--- src/design/rpsd_pkg.sv ---
// Package for the RGBW pixel string driver.
// Holds sizes, reset values, command codes, types and register indexes.
// No dependencies; used by rpsd_cfg_regs, rpsd_front, rpsd_queue, rpsd_back and the top level.
`timescale 1ns / 1ps

package rpsd_pkg;

  localparam int NUM_PIXELS     = 32;
  localparam int BITS_PER_PIXEL = 32;

  localparam int PIX_IDX_W = (NUM_PIXELS > 1) ? $clog2(NUM_PIXELS) : 1;
  localparam int BIT_IDX_W = 5;
  localparam int WORD_W    = 32;
  localparam int TIME_W    = 24;
  localparam int HL_W      = 10;
  localparam int LATCH_W   = 16;
  localparam int GAP_W     = 24;
  localparam int PADDR_W   = 5;
  localparam int PDATA_W   = 32;
  localparam int QUEUE_DEPTH = 2;

  localparam logic [BIT_IDX_W-1:0] BIT_LAST   = BIT_IDX_W'(BITS_PER_PIXEL - 1);
  localparam logic [BIT_IDX_W-1:0] BIT_OFFSET = BIT_IDX_W'(32 - BITS_PER_PIXEL);
  localparam logic [PIX_IDX_W:0]   PIX_COUNT  = (PIX_IDX_W + 1)'(NUM_PIXELS);
  localparam logic [WORD_W-1:0]    WORD_RESET = 32'h0100_0000;

  localparam logic [HL_W-1:0]    ONE_HIGH_RESET  = 10'd140;
  localparam logic [HL_W-1:0]    ONE_LOW_RESET   = 10'd120;
  localparam logic [HL_W-1:0]    ZERO_HIGH_RESET = 10'd70;
  localparam logic [HL_W-1:0]    ZERO_LOW_RESET  = 10'd160;
  localparam logic [LATCH_W-1:0] LATCH_RESET     = 16'd10200;
  localparam logic [GAP_W-1:0]   GAP_RESET       = 24'd4000000;

  localparam logic [1:0] CMD_SET  = 2'd0;
  localparam logic [1:0] CMD_SEND = 2'd1;
  localparam logic [1:0] CMD_TICK = 2'd2;

  localparam logic [2:0] REG_ONE_HIGH  = 3'd0;
  localparam logic [2:0] REG_ONE_LOW   = 3'd1;
  localparam logic [2:0] REG_ZERO_HIGH = 3'd2;
  localparam logic [2:0] REG_ZERO_LOW  = 3'd3;
  localparam logic [2:0] REG_LATCH     = 3'd4;
  localparam logic [2:0] REG_GAP       = 3'd5;

  typedef enum logic [1:0] {
    KIND_SET,
    KIND_SEND,
    KIND_TICK,
    KIND_NOP
  } kind_e;

  typedef enum logic [4:0] {
    PH_IDLE  = 5'b00001,
    PH_HIGH  = 5'b00010,
    PH_LOW   = 5'b00100,
    PH_LATCH = 5'b01000,
    PH_WAIT  = 5'b10000
  } phase_e;

  typedef enum logic [2:0] {
    LOAD_KEEP,
    LOAD_DEC,
    LOAD_HIGH,
    LOAD_LOW,
    LOAD_LATCH,
    LOAD_GAP,
    LOAD_ZERO
  } load_e;

  typedef struct packed {
    kind_e                kind;
    logic                 idx_ok;
    logic [PIX_IDX_W-1:0] idx;
    logic [WORD_W-1:0]    word;
  } item_t;

  typedef struct packed {
    logic  valid;
    item_t item;
  } head_t;

  typedef struct packed {
    logic [HL_W-1:0]    one_high;
    logic [HL_W-1:0]    one_low;
    logic [HL_W-1:0]    zero_high;
    logic [HL_W-1:0]    zero_low;
    logic [LATCH_W-1:0] latch;
    logic [GAP_W-1:0]   gap;
  } cfg_t;

endpackage

--- src/design/rpsd_in_if.sv ---
// Input channel of the RGBW pixel string driver: valid, ready and command payload.
// No dependencies; field widths are written out in the interface.
`timescale 1ns / 1ps

interface rpsd_in_if;
  logic       valid;
  logic       ready;
  logic [1:0] cmd;
  logic [7:0] pixel_index;
  logic [7:0] red;
  logic [7:0] green;
  logic [7:0] blue;
  logic [7:0] white;

  modport source (
    output valid, cmd, pixel_index, red, green, blue, white,
    input  ready
  );

  modport sink (
    input  valid, cmd, pixel_index, red, green, blue, white,
    output ready
  );
endinterface

--- src/design/rpsd_out_if.sv ---
// Result channel of the RGBW pixel string driver: valid, ready and result payload.
// No dependencies.
`timescale 1ns / 1ps

interface rpsd_out_if;
  logic valid;
  logic ready;
  logic pin_level;
  logic busy_res;
  logic accepted;

  modport source (
    output valid, pin_level, busy_res, accepted,
    input  ready
  );

  modport sink (
    input  valid, pin_level, busy_res, accepted,
    output ready
  );
endinterface

--- src/design/rpsd_cfg_regs.sv ---
// APB-style register file for the segment timing of the pixel string driver.
// Depends on rpsd_pkg.
`timescale 1ns / 1ps

module rpsd_cfg_regs (
  input  logic                        clk_i,
  input  logic                        rst_ni,
  input  logic                        psel,
  input  logic                        penable,
  input  logic                        pwrite,
  input  logic [rpsd_pkg::PADDR_W-1:0] paddr,
  input  logic [rpsd_pkg::PDATA_W-1:0] pwdata,
  output logic [rpsd_pkg::PDATA_W-1:0] prdata,
  output logic                        pready,
  output rpsd_pkg::cfg_t              cfg_o
);

  rpsd_pkg::cfg_t cfg_q;
  rpsd_pkg::cfg_t cfg_d;
  logic           wr_en;
  logic [2:0]     reg_idx;

  assign pready  = 1'b1;
  assign wr_en   = psel & penable & pwrite;
  assign reg_idx = paddr[4:2];
  assign cfg_o   = cfg_q;

  always_comb begin
    cfg_d = cfg_q;
    if (wr_en) begin
      unique case (reg_idx)
        rpsd_pkg::REG_ONE_HIGH:  cfg_d.one_high  = pwdata[rpsd_pkg::HL_W-1:0];
        rpsd_pkg::REG_ONE_LOW:   cfg_d.one_low   = pwdata[rpsd_pkg::HL_W-1:0];
        rpsd_pkg::REG_ZERO_HIGH: cfg_d.zero_high = pwdata[rpsd_pkg::HL_W-1:0];
        rpsd_pkg::REG_ZERO_LOW:  cfg_d.zero_low  = pwdata[rpsd_pkg::HL_W-1:0];
        rpsd_pkg::REG_LATCH:     cfg_d.latch     = pwdata[rpsd_pkg::LATCH_W-1:0];
        rpsd_pkg::REG_GAP:       cfg_d.gap       = pwdata[rpsd_pkg::GAP_W-1:0];
        default: ;
      endcase
    end
  end

  always_comb begin
    unique case (reg_idx)
      rpsd_pkg::REG_ONE_HIGH:  prdata = rpsd_pkg::PDATA_W'(cfg_q.one_high);
      rpsd_pkg::REG_ONE_LOW:   prdata = rpsd_pkg::PDATA_W'(cfg_q.one_low);
      rpsd_pkg::REG_ZERO_HIGH: prdata = rpsd_pkg::PDATA_W'(cfg_q.zero_high);
      rpsd_pkg::REG_ZERO_LOW:  prdata = rpsd_pkg::PDATA_W'(cfg_q.zero_low);
      rpsd_pkg::REG_LATCH:     prdata = rpsd_pkg::PDATA_W'(cfg_q.latch);
      rpsd_pkg::REG_GAP:       prdata = rpsd_pkg::PDATA_W'(cfg_q.gap);
      default:                 prdata = '0;
    endcase
  end

  always_ff @(posedge clk_i or negedge rst_ni) begin
    if (!rst_ni) begin
      cfg_q.one_high  <= rpsd_pkg::ONE_HIGH_RESET;
      cfg_q.one_low   <= rpsd_pkg::ONE_LOW_RESET;
      cfg_q.zero_high <= rpsd_pkg::ZERO_HIGH_RESET;
      cfg_q.zero_low  <= rpsd_pkg::ZERO_LOW_RESET;
      cfg_q.latch     <= rpsd_pkg::LATCH_RESET;
      cfg_q.gap       <= rpsd_pkg::GAP_RESET;
    end else begin
      cfg_q <= cfg_d;
    end
  end

endmodule

--- src/design/rpsd_front.sv ---
// Front end of the pixel string driver: takes input transfers and classifies them.
// Depends on rpsd_pkg and rpsd_in_if; feeds rpsd_queue.
`timescale 1ns / 1ps

module rpsd_front (
  rpsd_in_if.sink          item_i,
  input  logic             full_i,
  output logic             push_o,
  output rpsd_pkg::item_t  item_o
);

  assign item_i.ready = ~full_i;
  assign push_o       = item_i.valid & ~full_i;

  always_comb begin
    unique case (item_i.cmd)
      rpsd_pkg::CMD_SET:  item_o.kind = rpsd_pkg::KIND_SET;
      rpsd_pkg::CMD_SEND: item_o.kind = rpsd_pkg::KIND_SEND;
      rpsd_pkg::CMD_TICK: item_o.kind = rpsd_pkg::KIND_TICK;
      default:            item_o.kind = rpsd_pkg::KIND_NOP;
    endcase
    item_o.idx_ok = {1'b0, item_i.pixel_index} < 9'(rpsd_pkg::NUM_PIXELS);
    item_o.idx    = item_i.pixel_index[rpsd_pkg::PIX_IDX_W-1:0];
    item_o.word   = {item_i.green, item_i.red, item_i.blue, item_i.white};
  end

endmodule

--- src/design/rpsd_queue.sv ---
// Two-entry queue of classified items between the front and back ends.
// Depends on rpsd_pkg.
`timescale 1ns / 1ps

module rpsd_queue (
  input  logic            clk_i,
  input  logic            rst_ni,
  input  logic            push_i,
  input  rpsd_pkg::item_t item_i,
  input  logic            pop_i,
  output logic            full_o,
  output rpsd_pkg::head_t head_o
);

  rpsd_pkg::item_t entry_q [rpsd_pkg::QUEUE_DEPTH];
  logic            wr_ptr_q, wr_ptr_d;
  logic            rd_ptr_q, rd_ptr_d;
  logic [1:0]      count_q, count_d;

  assign full_o      = (count_q == 2'(rpsd_pkg::QUEUE_DEPTH));
  assign head_o.valid = (count_q != 2'd0);
  assign head_o.item  = entry_q[rd_ptr_q];

  always_comb begin
    wr_ptr_d = push_i ? ~wr_ptr_q : wr_ptr_q;
    rd_ptr_d = pop_i ? ~rd_ptr_q : rd_ptr_q;
    count_d  = count_q + 2'(push_i) - 2'(pop_i);
  end

  always_ff @(posedge clk_i) begin
    if (push_i) begin
      entry_q[wr_ptr_q] <= item_i;
    end
  end

  always_ff @(posedge clk_i or negedge rst_ni) begin
    if (!rst_ni) begin
      wr_ptr_q <= 1'b0;
      rd_ptr_q <= 1'b0;
      count_q  <= 2'd0;
    end else begin
      wr_ptr_q <= wr_ptr_d;
      rd_ptr_q <= rd_ptr_d;
      count_q  <= count_d;
    end
  end

endmodule

--- src/design/rpsd_back.sv ---
// Back end of the pixel string driver: pixel store, waveform sequencer and result register.
// Depends on rpsd_pkg and rpsd_out_if; fed by rpsd_queue and rpsd_cfg_regs.
`timescale 1ns / 1ps

module rpsd_back (
  input  logic            clk_i,
  input  logic            rst_ni,
  input  rpsd_pkg::head_t head_i,
  input  rpsd_pkg::cfg_t  cfg_i,
  output logic            pop_o,
  rpsd_out_if.source      result_o
);

  logic [rpsd_pkg::WORD_W-1:0]    store_q [rpsd_pkg::NUM_PIXELS];
  rpsd_pkg::phase_e               phase_q, phase_d;
  logic [rpsd_pkg::PIX_IDX_W-1:0] pc_q, pc_d;
  logic [rpsd_pkg::BIT_IDX_W-1:0] bc_q, bc_d;
  logic [rpsd_pkg::TIME_W-1:0]    tc_q, tc_d;
  logic                           line_q, line_d;
  logic                           out_valid_q;
  logic                           pin_q, pin_d;
  logic                           busy_q, busy_d;
  logic                           acc_q, acc_d;

  rpsd_pkg::load_e                load_sel;
  rpsd_pkg::item_t                item;
  logic                           idle;
  logic                           store_we;
  logic [rpsd_pkg::TIME_W-1:0]    tc_dec;
  logic [rpsd_pkg::BIT_IDX_W-1:0] bit_pos;
  logic                           cur_bit;
  logic [rpsd_pkg::HL_W-1:0]      high_ticks;
  logic [rpsd_pkg::HL_W-1:0]      low_ticks;

  function automatic logic [rpsd_pkg::TIME_W-1:0] at_least_one(
    input logic [rpsd_pkg::TIME_W-1:0] v
  );
    return (v == '0) ? rpsd_pkg::TIME_W'(1) : v;
  endfunction

  assign item   = head_i.item;
  assign pop_o  = head_i.valid & (~out_valid_q | result_o.ready);
  assign idle   = (phase_q == rpsd_pkg::PH_IDLE);
  assign tc_dec = (tc_q == '0) ? '0 : tc_q - rpsd_pkg::TIME_W'(1);

  always_comb begin
    phase_d  = phase_q;
    pc_d     = pc_q;
    bc_d     = bc_q;
    line_d   = line_q;
    load_sel = rpsd_pkg::LOAD_KEEP;
    store_we = 1'b0;
    acc_d    = 1'b0;
    unique case (item.kind)
      rpsd_pkg::KIND_TICK: begin
        if (!idle) begin
          load_sel = rpsd_pkg::LOAD_DEC;
          if (tc_dec == '0) begin
            unique case (phase_q)
              rpsd_pkg::PH_HIGH: begin
                phase_d  = rpsd_pkg::PH_LOW;
                line_d   = 1'b0;
                load_sel = rpsd_pkg::LOAD_LOW;
              end
              rpsd_pkg::PH_LOW: begin
                if (bc_q != '0) begin
                  bc_d     = bc_q - rpsd_pkg::BIT_IDX_W'(1);
                  phase_d  = rpsd_pkg::PH_HIGH;
                  line_d   = 1'b1;
                  load_sel = rpsd_pkg::LOAD_HIGH;
                end else if (({1'b0, pc_q} + (rpsd_pkg::PIX_IDX_W + 1)'(1))
                             < rpsd_pkg::PIX_COUNT) begin
                  pc_d     = pc_q + rpsd_pkg::PIX_IDX_W'(1);
                  bc_d     = rpsd_pkg::BIT_LAST;
                  phase_d  = rpsd_pkg::PH_HIGH;
                  line_d   = 1'b1;
                  load_sel = rpsd_pkg::LOAD_HIGH;
                end else begin
                  phase_d  = rpsd_pkg::PH_LATCH;
                  line_d   = 1'b0;
                  load_sel = rpsd_pkg::LOAD_LATCH;
                end
              end
              rpsd_pkg::PH_LATCH: begin
                line_d = 1'b0;
                if (cfg_i.gap == '0) begin
                  phase_d  = rpsd_pkg::PH_IDLE;
                  load_sel = rpsd_pkg::LOAD_ZERO;
                end else begin
                  phase_d  = rpsd_pkg::PH_WAIT;
                  load_sel = rpsd_pkg::LOAD_GAP;
                end
              end
              default: begin
                phase_d  = rpsd_pkg::PH_IDLE;
                line_d   = 1'b0;
                load_sel = rpsd_pkg::LOAD_ZERO;
              end
            endcase
          end
        end
      end
      rpsd_pkg::KIND_SET: begin
        if (idle && item.idx_ok) begin
          store_we = 1'b1;
          acc_d    = 1'b1;
        end
      end
      rpsd_pkg::KIND_SEND: begin
        if (idle) begin
          pc_d     = '0;
          bc_d     = rpsd_pkg::BIT_LAST;
          phase_d  = rpsd_pkg::PH_HIGH;
          line_d   = 1'b1;
          load_sel = rpsd_pkg::LOAD_HIGH;
          acc_d    = 1'b1;
        end
      end
      default: ;
    endcase
  end

  assign bit_pos    = bc_d + rpsd_pkg::BIT_OFFSET;
  assign cur_bit    = store_q[pc_d][bit_pos];
  assign high_ticks = cur_bit ? cfg_i.one_high : cfg_i.zero_high;
  assign low_ticks  = cur_bit ? cfg_i.one_low : cfg_i.zero_low;

  always_comb begin
    unique case (load_sel)
      rpsd_pkg::LOAD_DEC:   tc_d = tc_dec;
      rpsd_pkg::LOAD_HIGH:  tc_d = at_least_one(rpsd_pkg::TIME_W'(high_ticks));
      rpsd_pkg::LOAD_LOW:   tc_d = at_least_one(rpsd_pkg::TIME_W'(low_ticks));
      rpsd_pkg::LOAD_LATCH: tc_d = at_least_one(rpsd_pkg::TIME_W'(cfg_i.latch));
      rpsd_pkg::LOAD_GAP:   tc_d = cfg_i.gap;
      rpsd_pkg::LOAD_ZERO:  tc_d = '0;
      default:              tc_d = tc_q;
    endcase
  end

  always_comb begin
    if (item.kind == rpsd_pkg::KIND_TICK) begin
      pin_d  = idle ? 1'b0 : line_q;
      busy_d = ~idle;
    end else begin
      pin_d  = line_d;
      busy_d = (phase_d != rpsd_pkg::PH_IDLE);
    end
  end

  assign result_o.valid     = out_valid_q;
  assign result_o.pin_level = pin_q;
  assign result_o.busy_res  = busy_q;
  assign result_o.accepted  = acc_q;

  always_ff @(posedge clk_i or negedge rst_ni) begin
    if (!rst_ni) begin
      for (int i = 0; i < rpsd_pkg::NUM_PIXELS; i++) begin
        store_q[i] <= rpsd_pkg::WORD_RESET;
      end
    end else if (pop_o && store_we) begin
      store_q[item.idx] <= item.word;
    end
  end

  always_ff @(posedge clk_i or negedge rst_ni) begin
    if (!rst_ni) begin
      phase_q     <= rpsd_pkg::PH_IDLE;
      pc_q        <= '0;
      bc_q        <= rpsd_pkg::BIT_LAST;
      tc_q        <= '0;
      line_q      <= 1'b0;
      out_valid_q <= 1'b0;
    end else if (pop_o) begin
      phase_q     <= phase_d;
      pc_q        <= pc_d;
      bc_q        <= bc_d;
      tc_q        <= tc_d;
      line_q      <= line_d;
      out_valid_q <= 1'b1;
    end else if (result_o.ready) begin
      out_valid_q <= 1'b0;
    end
  end

  always_ff @(posedge clk_i) begin
    if (pop_o) begin
      pin_q  <= pin_d;
      busy_q <= busy_d;
      acc_q  <= acc_d;
    end
  end

`ifndef SYNTHESIS
  a_idle_means_no_time: assert property (@(posedge clk_i) disable iff (!rst_ni)
    (phase_q == rpsd_pkg::PH_IDLE) == (tc_q == '0))
    else $error("time counter disagrees with idle phase");

  a_line_high_only_in_high: assert property (@(posedge clk_i) disable iff (!rst_ni)
    line_q == (phase_q == rpsd_pkg::PH_HIGH))
    else $error("line level disagrees with phase");

  a_send_starts_frame: assert property (@(posedge clk_i) disable iff (!rst_ni)
    (pop_o && item.kind == rpsd_pkg::KIND_SEND && idle)
    |=> (phase_q == rpsd_pkg::PH_HIGH && result_o.accepted && result_o.valid))
    else $error("send while idle did not start a frame");

  a_busy_blocks_accept: assert property (@(posedge clk_i) disable iff (!rst_ni)
    (pop_o && !idle) |=> !result_o.accepted)
    else $error("command accepted while busy");
`endif

endmodule

--- src/design/rgbw_pixel_string_driver_top.sv ---
// Top level of the RGBW pixel string driver.
// Instantiates rpsd_cfg_regs, rpsd_front, rpsd_queue and rpsd_back; uses rpsd_pkg,
// rpsd_in_if and rpsd_out_if.
//
// Channel    Direction  Form                 Contents
// item_i     in         valid/ready          cmd, pixel_index, red, green, blue, white
// result_o   out        valid/ready          pin_level, busy_res, accepted
// APB        in/out     psel/penable/pready  six timing registers at 4*i
//
// One item is taken every clock while the queue is not full; its result is registered.
// The back end sequencer sets the rate: one item per cycle unless the result stalls.
// A two-entry queue parts the input from the back end; a stalled result register
// holds and the queue absorbs up to two more items before item_i.ready drops.
// Reset is asynchronous and active low and sets every pixel word to 0x01000000.
`timescale 1ns / 1ps

module rgbw_pixel_string_driver_top (
  input  logic                         clk_i,
  input  logic                         rst_ni,
  rpsd_in_if.sink                      item_i,
  rpsd_out_if.source                   result_o,
  input  logic                         psel,
  input  logic                         penable,
  input  logic                         pwrite,
  input  logic [rpsd_pkg::PADDR_W-1:0] paddr,
  input  logic [rpsd_pkg::PDATA_W-1:0] pwdata,
  output logic [rpsd_pkg::PDATA_W-1:0] prdata,
  output logic                         pready
);

  rpsd_pkg::cfg_t  cfg;
  rpsd_pkg::item_t front_item;
  rpsd_pkg::head_t head;
  logic            push;
  logic            pop;
  logic            full;

  rpsd_cfg_regs u_cfg (
    .clk_i   (clk_i),
    .rst_ni  (rst_ni),
    .psel    (psel),
    .penable (penable),
    .pwrite  (pwrite),
    .paddr   (paddr),
    .pwdata  (pwdata),
    .prdata  (prdata),
    .pready  (pready),
    .cfg_o   (cfg)
  );

  rpsd_front u_front (
    .item_i (item_i),
    .full_i (full),
    .push_o (push),
    .item_o (front_item)
  );

  rpsd_queue u_queue (
    .clk_i  (clk_i),
    .rst_ni (rst_ni),
    .push_i (push),
    .item_i (front_item),
    .pop_i  (pop),
    .full_o (full),
    .head_o (head)
  );

  rpsd_back u_back (
    .clk_i    (clk_i),
    .rst_ni   (rst_ni),
    .head_i   (head),
    .cfg_i    (cfg),
    .pop_o    (pop),
    .result_o (result_o)
  );

endmodule
--- src/flat_wrapper.sv ---
// flat-port wrapper written by rule: the top's interface ports become plain ports
module rgbw_pixel_string_driver_top_flat 
  (clk_i, rst_ni, psel, penable, pwrite, paddr, pwdata, prdata, pready, item_i_valid, item_i_cmd, item_i_pixel_index, item_i_red, item_i_green, item_i_blue, item_i_white, item_i_ready, result_o_valid, result_o_pin_level, result_o_busy_res, result_o_accepted, result_o_ready);
  rpsd_in_if item_i_i ();
  rpsd_out_if result_o_i ();
  input  logic clk_i;
  input  logic rst_ni;
  input  logic psel;
  input  logic penable;
  input  logic pwrite;
  input  logic [rpsd_pkg::PADDR_W-1:0] paddr;
  input  logic [rpsd_pkg::PDATA_W-1:0] pwdata;
  output logic [rpsd_pkg::PDATA_W-1:0] prdata;
  output logic pready;
  input wire logic [$bits(item_i_i.valid)-1:0] item_i_valid;
  input wire logic [$bits(item_i_i.cmd)-1:0] item_i_cmd;
  input wire logic [$bits(item_i_i.pixel_index)-1:0] item_i_pixel_index;
  input wire logic [$bits(item_i_i.red)-1:0] item_i_red;
  input wire logic [$bits(item_i_i.green)-1:0] item_i_green;
  input wire logic [$bits(item_i_i.blue)-1:0] item_i_blue;
  input wire logic [$bits(item_i_i.white)-1:0] item_i_white;
  output wire logic [$bits(item_i_i.ready)-1:0] item_i_ready;
  output wire logic [$bits(result_o_i.valid)-1:0] result_o_valid;
  output wire logic [$bits(result_o_i.pin_level)-1:0] result_o_pin_level;
  output wire logic [$bits(result_o_i.busy_res)-1:0] result_o_busy_res;
  output wire logic [$bits(result_o_i.accepted)-1:0] result_o_accepted;
  input wire logic [$bits(result_o_i.ready)-1:0] result_o_ready;
  assign item_i_i.valid = item_i_valid;
  assign item_i_i.cmd = item_i_cmd;
  assign item_i_i.pixel_index = item_i_pixel_index;
  assign item_i_i.red = item_i_red;
  assign item_i_i.green = item_i_green;
  assign item_i_i.blue = item_i_blue;
  assign item_i_i.white = item_i_white;
  assign item_i_ready = item_i_i.ready;
  assign result_o_valid = result_o_i.valid;
  assign result_o_pin_level = result_o_i.pin_level;
  assign result_o_busy_res = result_o_i.busy_res;
  assign result_o_accepted = result_o_i.accepted;
  assign result_o_i.ready = result_o_ready;
  rgbw_pixel_string_driver_top u_core (.clk_i(clk_i), .rst_ni(rst_ni), .item_i(item_i_i), .result_o(result_o_i), .psel(psel), .penable(penable), .pwrite(pwrite), .paddr(paddr), .pwdata(pwdata), .prdata(prdata), .pready(pready));
endmodule
--- config.mk ---
export PLATFORM = sky130hd
export DESIGN_NAME = rgbw_pixel_string_driver_top_flat
export DESIGN_NICKNAME = d
export VERILOG_FILES = /design/src/design/rpsd_pkg.sv /design/src/design/rpsd_in_if.sv /design/src/design/rpsd_out_if.sv /design/src/design/rpsd_cfg_regs.sv /design/src/design/rpsd_front.sv /design/src/design/rpsd_queue.sv /design/src/design/rpsd_back.sv /design/src/design/rgbw_pixel_string_driver_top.sv /design/src/flat_wrapper.sv
export SDC_FILE = /design/constraint.sdc
export NUM_CORES = 2
export LEC_CHECK = 0
export BUFFER_PORTS_ARGS = -buffer_cell sky130_fd_sc_hd__buf_2
export CELL_PAD_IN_SITES_DETAIL_PLACEMENT = 0
export CELL_PAD_IN_SITES_GLOBAL_PLACEMENT = 1
export CORE_ASPECT_RATIO = 1.4
export CORE_MARGIN = 5
export CORE_UTILIZATION = 40
export CTS_BUF_LIST = sky130_fd_sc_hd__clkbuf_4 sky130_fd_sc_hd__clkbuf_8
export DETAILED_ROUTE_END_ITERATION = 6
export PLACE_DENSITY = 0.78
export SLEW_MARGIN = 20
export SYNTH_ARGS = -nofsm -noshare
export SYNTH_HDL_FRONTEND = slang
export SYNTH_SLANG_ARGS = --single-unit
--- constraint.sdc ---
create_clock -name clk_i -period 19.1 [get_ports clk_i]
set_input_delay 1.91 -clock clk_i [delete_from_list [all_inputs] [get_ports clk_i]]
set_output_delay 1.91 -clock clk_i [all_outputs]
set_load 0.005 [all_outputs]
# Word level (Yosys, flattened, before mapping)
# Memory sizes are Yosys's and may differ from the RTL's.
# Cells that the tools add are included.
# totals
regBits,1152
latchBits,0
ramBits,80
mem_bits_ro,0
inputBits,86
output_inout_bits,38
elab_cells,184
mem_count,1
# mem_list
memory,words,width,rd,rd_clocked_by_memory_dff,write_ports,line,rtl
u_core.u_queue.entry_q,2,40,1,0,1,rpsd_queue.sv:15,rpsd_pkg::item_t entry_q [rpsd_pkg::QUEUE_DEPTH];
# classes
add_sub_neg,6
multipliers,0
div_mod_pow,0
n_lt_le_gt_ge,6
n_eq_ne,21
n_shift,0
muxes,65
bitwise,12
n_reduce_logical,23
# ops
op,count
1024-bit bitwise mux,1
24-bit case mux with 6 select lines,2
32-bit binary-select mux with 5-bit select,1
32-bit demux with 5-bit select,1
32-bit two-way mux,3
5-bit two-way mux,16
24-bit zero test,3
10-bit two-way mux,4
5-bit case mux with 2 select lines,3
24-bit two-way mux,1
"24-bit by 1-bit subtractor with 24-bit output, second input constant",1
10-bit zero test,2
1-bit two-way mux,17
16-bit zero test,1
16-bit two-way mux,1
"3-bit == test, second input constant",5
5-bit case mux with 3 select lines,1
2-bit AND reduction,7
"3-bit by 2-bit == test with 1-bit output, second input constant",4
"6-bit greater-or-equal comparator, second input constant",2
3-bit two-way mux,4
5-bit inverter with 6-bit output,2
3-bit case mux with 3 select lines,1
"8-bit by 6-bit less-than comparator with 1-bit output, second input constant",1
31 further kinds,49

# Logic depth before layout (Yosys ltp)
# logic_depth
depth_word,18
depth_mapped,30
depth_no_buf,20

# By module
# A second synthesis with hierarchy kept.
# hier_totals
hier_cells,5189
hier_area_um2,59837.4
# modules_own_cells
module,instances,cells_per_inst,area_per_inst_um2
rpsd_back,1,4732,52402.8
rpsd_cfg_regs,1,275,3839.9
rpsd_queue,1,140,3289.4
rpsd_front,1,42,305.3

# Least setup slack after synthesis
# No wires, ideal clock.
# synth_path
path_type,reg2reg
startpoint,register u_core.u_queue.rd_ptr_q
endpoint,register u_core.u_back.tc_q[3] in the netlist's numbering
setup_ns,0.124
t_arrival_ns,5.976
slack_ns,13.001
stages_incl_launch_ff,28
cell_sequence,dfrtp_1 -> clkbuf_1 -> clkbuf_1 -> clkbuf_1 -> mux2i_1 -> ha_1 -> clkbuf_1 -> and2_1 -> clkbuf_1 -> nand2_1 -> nor2_1 -> o21ai_0 -> o31a_1 -> nor3_1 -> buf_2 -> buf_4 -> buf_2 -> buf_2 -> mux2i_1 -> a211oi_1 -> o41ai_1 -> nand4_1 -> o22ai_2 -> nor2_4 -> buf_6 -> mux2i_1 -> o21ai_1 -> o31a_1
# synth_between
elab_chain_cells,13
word_cells_on_any_way,27
# synth_lines
item,line,rtl
from (decl),rpsd_queue.sv:17,"logic rd_ptr_q, rd_ptr_d;"
from (signal assigned),rpsd_queue.sv:43,rd_ptr_q <= rd_ptr_d;
memory read 2 x 40 bit (*),--,
2-bit by 1-bit == test with 1-bit output / 2-bit == test (equally long branches),rpsd_back.sv:54,unique case (item.kind)
5-bit case mux with 2 select lines,rpsd_back.sv:54,
5-bit inverter with 6-bit output (implied by the code),rpsd_back.sv:124,assign cur_bit = store_q[pc_d][bit_pos];
32-bit binary-select mux with 5-bit select,rpsd_back.sv:124,
32-bit two-way mux (implied by the code) (2 in series),rpsd_back.sv:124,
1-bit binary-select mux with 5-bit select,rpsd_back.sv:124,
1-bit two-way mux (implied by the code),rpsd_back.sv:124,
10-bit two-way mux (on tied branches),"rpsd_back.sv:126, rpsd_back.sv:125",
10-bit zero test,rpsd_back.sv:38,return (v == '0) ? rpsd_pkg::TIME_W'(1) : v;
10-bit two-way mux,rpsd_back.sv:38,
24-bit case mux with 6 select lines,rpsd_back.sv:129,unique case (load_sel)
to (signal assigned),rpsd_back.sv:177,tc_q <= tc_d;
to (decl),rpsd_back.sv:18,"logic [rpsd_pkg::TIME_W-1:0] tc_q, tc_d;"
# Every way passes the cells marked *; elsewhere a longest branch is shown, timed or not. The select of a mux whose other input is x is not followed.
# A chain may end at the register's enable or synchronous reset.

# Final worst setup path
# layout_path
startpoint,register u_core.u_back.tc_q[9] in the netlist's numbering
endpoint,register u_core.u_back.tc_q[0] in the netlist's numbering
# layout_between
elab_chain_cells,16
word_cells_on_any_way,34
# layout_lines
item,line,rtl
24-bit by 1-bit subtractor with 24-bit output / 24-bit zero test (equally long branches),rpsd_back.sv:44,assign tc_dec = (tc_q == '0) ? '0 : tc_q - rpsd_pkg::TIME_W'(1);
24-bit two-way mux (*),rpsd_back.sv:44,
24-bit zero test,rpsd_back.sv:58,if (tc_dec == '0) begin
5-bit two-way mux,rpsd_back.sv:58,
5-bit two-way mux,rpsd_back.sv:56,if (!idle) begin
5-bit case mux with 2 select lines,rpsd_back.sv:54,
5-bit inverter with 6-bit output (implied by the code),rpsd_back.sv:124,
32-bit binary-select mux with 5-bit select,rpsd_back.sv:124,
32-bit two-way mux (implied by the code) (2 in series),rpsd_back.sv:124,
1-bit binary-select mux with 5-bit select,rpsd_back.sv:124,
1-bit two-way mux (implied by the code),rpsd_back.sv:124,
10-bit two-way mux (on tied branches),"rpsd_back.sv:126, rpsd_back.sv:125",
10-bit zero test,rpsd_back.sv:38,
10-bit two-way mux,rpsd_back.sv:38,
24-bit case mux with 6 select lines,rpsd_back.sv:129,
# Marks and branches as above.

==> results.txt <==
----------------------------------------------------
[Power and ir drop]
  Largest voltage drop on the vdd net ... 0.122 mV
  Power per Cell Area ... 144 nW/um^2
  Leakage power ... 0.0268 uW

[Floorplan]
  Floorplan die area ... 150000 um^2
  Number of cell rows ... 163
  Number of I/O pins ... 124
  Chip height ... 456 um
  Standard cell core area ... 141000 um^2
  Die extent in x ... 328 um
  Initial Utilization ... 40.2%

[Logic synthesis]
  Number of warnings reported in the yosys synthesis log ... 0
  Number of cells produced by synthesis ... 6194
  Share of synthesized area occupied by flip-flops and latches ... 55.2%
  Cell Area, Synth ... 56800 um^2
  Number of enable-type register cells in the synthesized netlist ... 83
  Register bit count reported by yosys ... 1232
  Post-Syn Area per Cell ... 9.17 um^2
  Distinct cell type count of the synthesized netlist ... 90
  Commonest register cell after synthesis ... sky130_fd_sc_hd__dfrtp_1
  Asr flop ratio synth ... 93.3%

[Timing]
  Worst Max-Slew Pin Slew ... 1120 ps
  Highest Clock Rate ... 0.106 GHz
  Worst clock skew ... 44.9 ps
  Worst-case hold slack ... 477 ps
  Final Critical Period ... 9400 ps
  Final sum of negative setup slack ... 0 ps
  Slew Limit Fails ... 0
  Setup Viol. Count Final ... 0
  Max_slew headroom ... 25.0%
  Unrepaired setup endpoints after global routing ... no
  Final hold violation count ... 0
  Fin crit share ... 49.2%

[CTS]
  Gates resized, CTS repair ... 0
  Clock root buffer master ... sky130_fd_sc_hd__clkbuf_8
  Number of buffers created by CTS ... 190
  # Post-CTS Setup Buffers ... 0
  Largest buffer count on any clock path ... 3
  Count of H-tree levels built during CTS ... 4
  Hold_buf cts ... 0
  Clock transition time at the flip-flop clock pins of the worst setup and hold paths ... 70 ps
  Clock insertion delay at the later pin of the skew report ... 910 ps
  TritonCTS sink count ... 1232
  TritonCTS clock tree ... built

[Global routing]
  First-pass GRT wire length ... 276 mm
  Largest net degree at the start of global routing ... 182
  GRT overflow ... 0
  Total routing usage reported by global routing ... 24.1%
  Number of global-route vias before repair ... 43.8k
  Number of antenna violations at the first check in global routing ... 4

[Drt]
  First DRT Iteration DRCs ... 4325
  Iteration count of the initial detailed-routing pass ... 7
  Count of antenna-violating nets left after detailed routing ... 0
  Average routed wire per standard cell ... 22.7 um
  Drt total wl ... 185 mm
  Average via count per standard cell ... 5.61
  DRC violation count after routing ... 0
  Total number of vias ... 45.7k

[Hold path]
  Worst Hold Path EP ... u_core.u_back.store_q[134]$_DFFE_PN0P_
  Min-delay src ... u_core.u_back.store_q[134]$_DFFE_PN0P_
  HP Class ... flop to flop
  Worst hold path cell count ... 2

[Cells and area]
  Synthesis-to-finish area growth ... 11.3%
  Number of nets at the end of the flow ... 6183
  Filler cell count in the final layout ... 13.7k
  Share of post-route cells with drive strength above 1 ... 13.4%

[Worst setup path]
  Worst Reg2Reg Path Length in Cells ... 20
  Worst r2r dst ... u_core.u_back.tc_q[0]$_DFFE_PN0P_
  Arrival time at the worst endpoint ... 10240 ps
  Startpoint-to-endpoint class of the critical path ... flop to flop
  Startpoint type of the worst setup path ... flop
  Stage delay of the slowest cell on the critical path ... 910 ps
  R2R Setup Slk ... 9700 ps
  Kind of end point of the critical path ... flop
  Crit-path slowest cell ... sky130_fd_sc_hd__nor4_1
  Cell breakdown of the critical path ... nor4_1 > nand4b_1 > nor2_1 > and2_1 > a31oi_2 > a21o_1 > o211ai_1 > nand2_8 > nor2_4 > buf_4 > buf_4 > a221o_1 > a41oi_1 > o41ai_1 > o21ai_0 > o22ai_2 > nor2_4 > a21oi_4 > mux2_2 > a31oi_1
  Startpoint of the worst-slack reg-to-reg timing path ... u_core.u_back.tc_q[9]$_DFFE_PN0P_
  Worst endpoint required time ... 19940 ps
  Maximum net fanout on the critical path ... 40

[Flow run]
  Max-capacitance violation count ... 0

[Place]
  Port-buffer cells ... 104
  Placed wire-length estimate ... 102 mm
  Gpl congestion ... 0.873

[Outcome]
  Status ... complete, no violations

----------------------------------------------------
where the power goes:
part | switching, uW | internal [uW]
logic | 2030 | 1010
clock network | 1070 | 1320
registers | 381 | 3250
total | 3480 | 5580
metrics by stage:
stage	worst slack (ps)	instance area [um^2]	power, uW	instances	util, %
3_3_place_gp	9890	59000	6610	7792	41.8
2_1_floorplan	13000	56800	5630	6201	-
4_1_cts	9800	63100	9090	8141	44.7
5_1_grt	9300	63200	9570	8144	44.8
6_report	9700	63200	9070	8144	44.8
3_5_place_dp	9850	59000	6680	7792	41.8
final cells by class:
| cell class | instances | area (um^2) | area share, % |
|---|---|---|---|
| Sequential cell | 1232 | 31300 | 49.6 |
| Clock buffer | 310 | 3830 | 6.07 |
| Antenna cell | 1 | 2.50 | 0.00396 |
| Clock inverter | 39 | 330 | 0.523 |
| Tap cell | 1897 | 2370 | 3.76 |
| Timing Repair Buffer | 228 | 1600 | 2.53 |
| Inverter | 20 | 75.1 | 0.119 |
| Multi-Input combinational cell | 4417 | 23600 | 37.4 |
worst max-delay path: cells and delay by family (launching register included):
family,cells,cell delay [ps]
AOI/OAI and AO/OA,10,3530
muxes,1,410
and+or+nand+nor,7,3540
buffers and inverters,2,1130
DFF,1,510
layer usage:
| layer | vias up | GRT usage [%] | routed length (um) |
|---|---|---|---|
| li1 | 21194 | - | - |
| met3 | 440 | 3.54 | 11600 |
| met2 | 1595 | 40.2 | 88600 |
| met4 | 0 | 11.0 | 9210 |
| met5 | - | 0 | 0 |
| met1 | 22483 | 31.1 | 75100 |
cells in the mapped netlist (15+ instances only):
cell / instances / share of area (%)
sky130_fd_sc_hd__and3_1: 59 / 0.65
sky130_fd_sc_hd__nand2_1: 1070 / 7.1
sky130_fd_sc_hd__dfrtp_1: 1084 / 48
sky130_fd_sc_hd__mux2_2: 90 / 1.8
sky130_fd_sc_hd__clkbuf_1: 393 / 2.6
sky130_fd_sc_hd__buf_4: 39 / 0.52
sky130_fd_sc_hd__a211oi_1: 29 / 0.38
sky130_fd_sc_hd__inv_1: 20 / 0.13
sky130_fd_sc_hd__o21ai_0: 336 / 3.0
sky130_fd_sc_hd__nand3_1: 215 / 1.9
sky130_fd_sc_hd__a31oi_1: 52 / 0.57
sky130_fd_sc_hd__mux2i_1: 242 / 4.3
sky130_fd_sc_hd__a221o_1: 37 / 0.65
sky130_fd_sc_hd__o22ai_1: 29 / 0.32
sky130_fd_sc_hd__a41oi_1: 15 / 0.23
sky130_fd_sc_hd__nor3_1: 36 / 0.32
sky130_fd_sc_hd__nand4_1: 62 / 0.68
sky130_fd_sc_hd__buf_2: 83 / 0.73
sky130_fd_sc_hd__a21oi_1: 880 / 7.8
sky130_fd_sc_hd__nor4_1: 31 / 0.34
sky130_fd_sc_hd__o2111ai_1: 15 / 0.23
sky130_fd_sc_hd__o211ai_1: 24 / 0.32
sky130_fd_sc_hd__a221oi_1: 27 / 0.42
sky130_fd_sc_hd__edfxtp_1: 83 / 4.4
sky130_fd_sc_hd__dfstp_2: 65 / 3.0
sky130_fd_sc_hd__nor2_1: 918 / 6.1
sky130_fd_sc_hd__a32oi_1: 18 / 0.28
flip-flops by register name (all words and copies together) (netlist names):
signal                            count
u_core.u_back.bc_q                    5
u_core.u_back.line_q                  1
u_core.u_back.pc_q                    5
u_core.u_back.phase_q                 5
u_core.u_back.result_o.accepted       1
u_core.u_back.result_o.busy_res       1
u_core.u_back.result_o.pin_level      1
u_core.u_back.result_o.valid          1
u_core.u_back.store_q              1024
u_core.u_back.tc_q                   24
u_core.u_cfg.cfg_o                   80
u_core.u_queue.count_q                2
u_core.u_queue.entry_q               80
u_core.u_queue.rd_ptr_q               1
u_core.u_queue.wr_ptr_q               1
how the worst max path moves through the flow:
stage / start / slack [ps] / end
after floorplan: u_core.u_queue.rd_ptr_q$_DFFE_PN0P_ / 13000 / u_core.u_back.tc_q[3]$_DFFE_PN0P_
after global placement: u_core.u_back.tc_q[9]$_DFFE_PN0P_ / 9890 / u_core.u_back.tc_q[0]$_DFFE_PN0P_
after detailed placement: u_core.u_back.tc_q[9]$_DFFE_PN0P_ / 9850 / u_core.u_back.tc_q[0]$_DFFE_PN0P_
after CTS: u_core.u_back.tc_q[9]$_DFFE_PN0P_ / 9800 / u_core.u_back.tc_q[0]$_DFFE_PN0P_
after global routing: u_core.u_back.tc_q[9]$_DFFE_PN0P_ / 9300 / u_core.u_back.tc_q[1]$_DFFE_PN0P_
final: u_core.u_back.tc_q[9]$_DFFE_PN0P_ / 9700 / u_core.u_back.tc_q[0]$_DFFE_PN0P_
cells in the final DEF, fill, tap and decap left out, types with 15 or more instances in the layout:
cell / count
sky130_fd_sc_hd__a211oi_1: 29
sky130_fd_sc_hd__a21oi_1: 880
sky130_fd_sc_hd__a221o_1: 37
sky130_fd_sc_hd__a221oi_1: 27
sky130_fd_sc_hd__a31oi_1: 52
sky130_fd_sc_hd__a32oi_1: 18
sky130_fd_sc_hd__a41oi_1: 15
sky130_fd_sc_hd__and3_1: 58
sky130_fd_sc_hd__buf_2: 103
sky130_fd_sc_hd__buf_4: 112
sky130_fd_sc_hd__clkbuf_4: 69
sky130_fd_sc_hd__clkbuf_8: 241
sky130_fd_sc_hd__clkinv_2: 17
sky130_fd_sc_hd__dfrtp_1: 1083
sky130_fd_sc_hd__dfstp_2: 65
sky130_fd_sc_hd__edfxtp_1: 83
sky130_fd_sc_hd__inv_1: 20
sky130_fd_sc_hd__mux2_2: 90
sky130_fd_sc_hd__mux2i_1: 209
sky130_fd_sc_hd__mux2i_2: 30
sky130_fd_sc_hd__nand2_1: 1070
sky130_fd_sc_hd__nand3_1: 206
sky130_fd_sc_hd__nand4_1: 62
sky130_fd_sc_hd__nor2_1: 890
sky130_fd_sc_hd__nor2_4: 28
sky130_fd_sc_hd__nor3_1: 33
sky130_fd_sc_hd__nor4_1: 30
sky130_fd_sc_hd__o2111ai_1: 15
sky130_fd_sc_hd__o211ai_1: 24
sky130_fd_sc_hd__o21ai_0: 335
sky130_fd_sc_hd__o22ai_1: 29
cell families (layout without fill, tap and decap cells):
group | count (synthesis) | count (layout) | share of synthesized area (%)
XOR/XNOR | 6 | 6 | 0.0925
flip-flops | 1232 | 1232 | 55.2
other | 2 | 10 | 0.0132
AO/OA/AOI/OAI | 1577 | 1577 | 15.9
adder cells (fa/ha/maj) | 8 | 8 | 0.176
buffers and inverters | 552 | 597 | 4.14
AND/OR/NAND/NOR | 2480 | 2480 | 18.2
multiplexers | 337 | 337 | 6.23
Note: power is estimated with default switching activity, not from simulation.
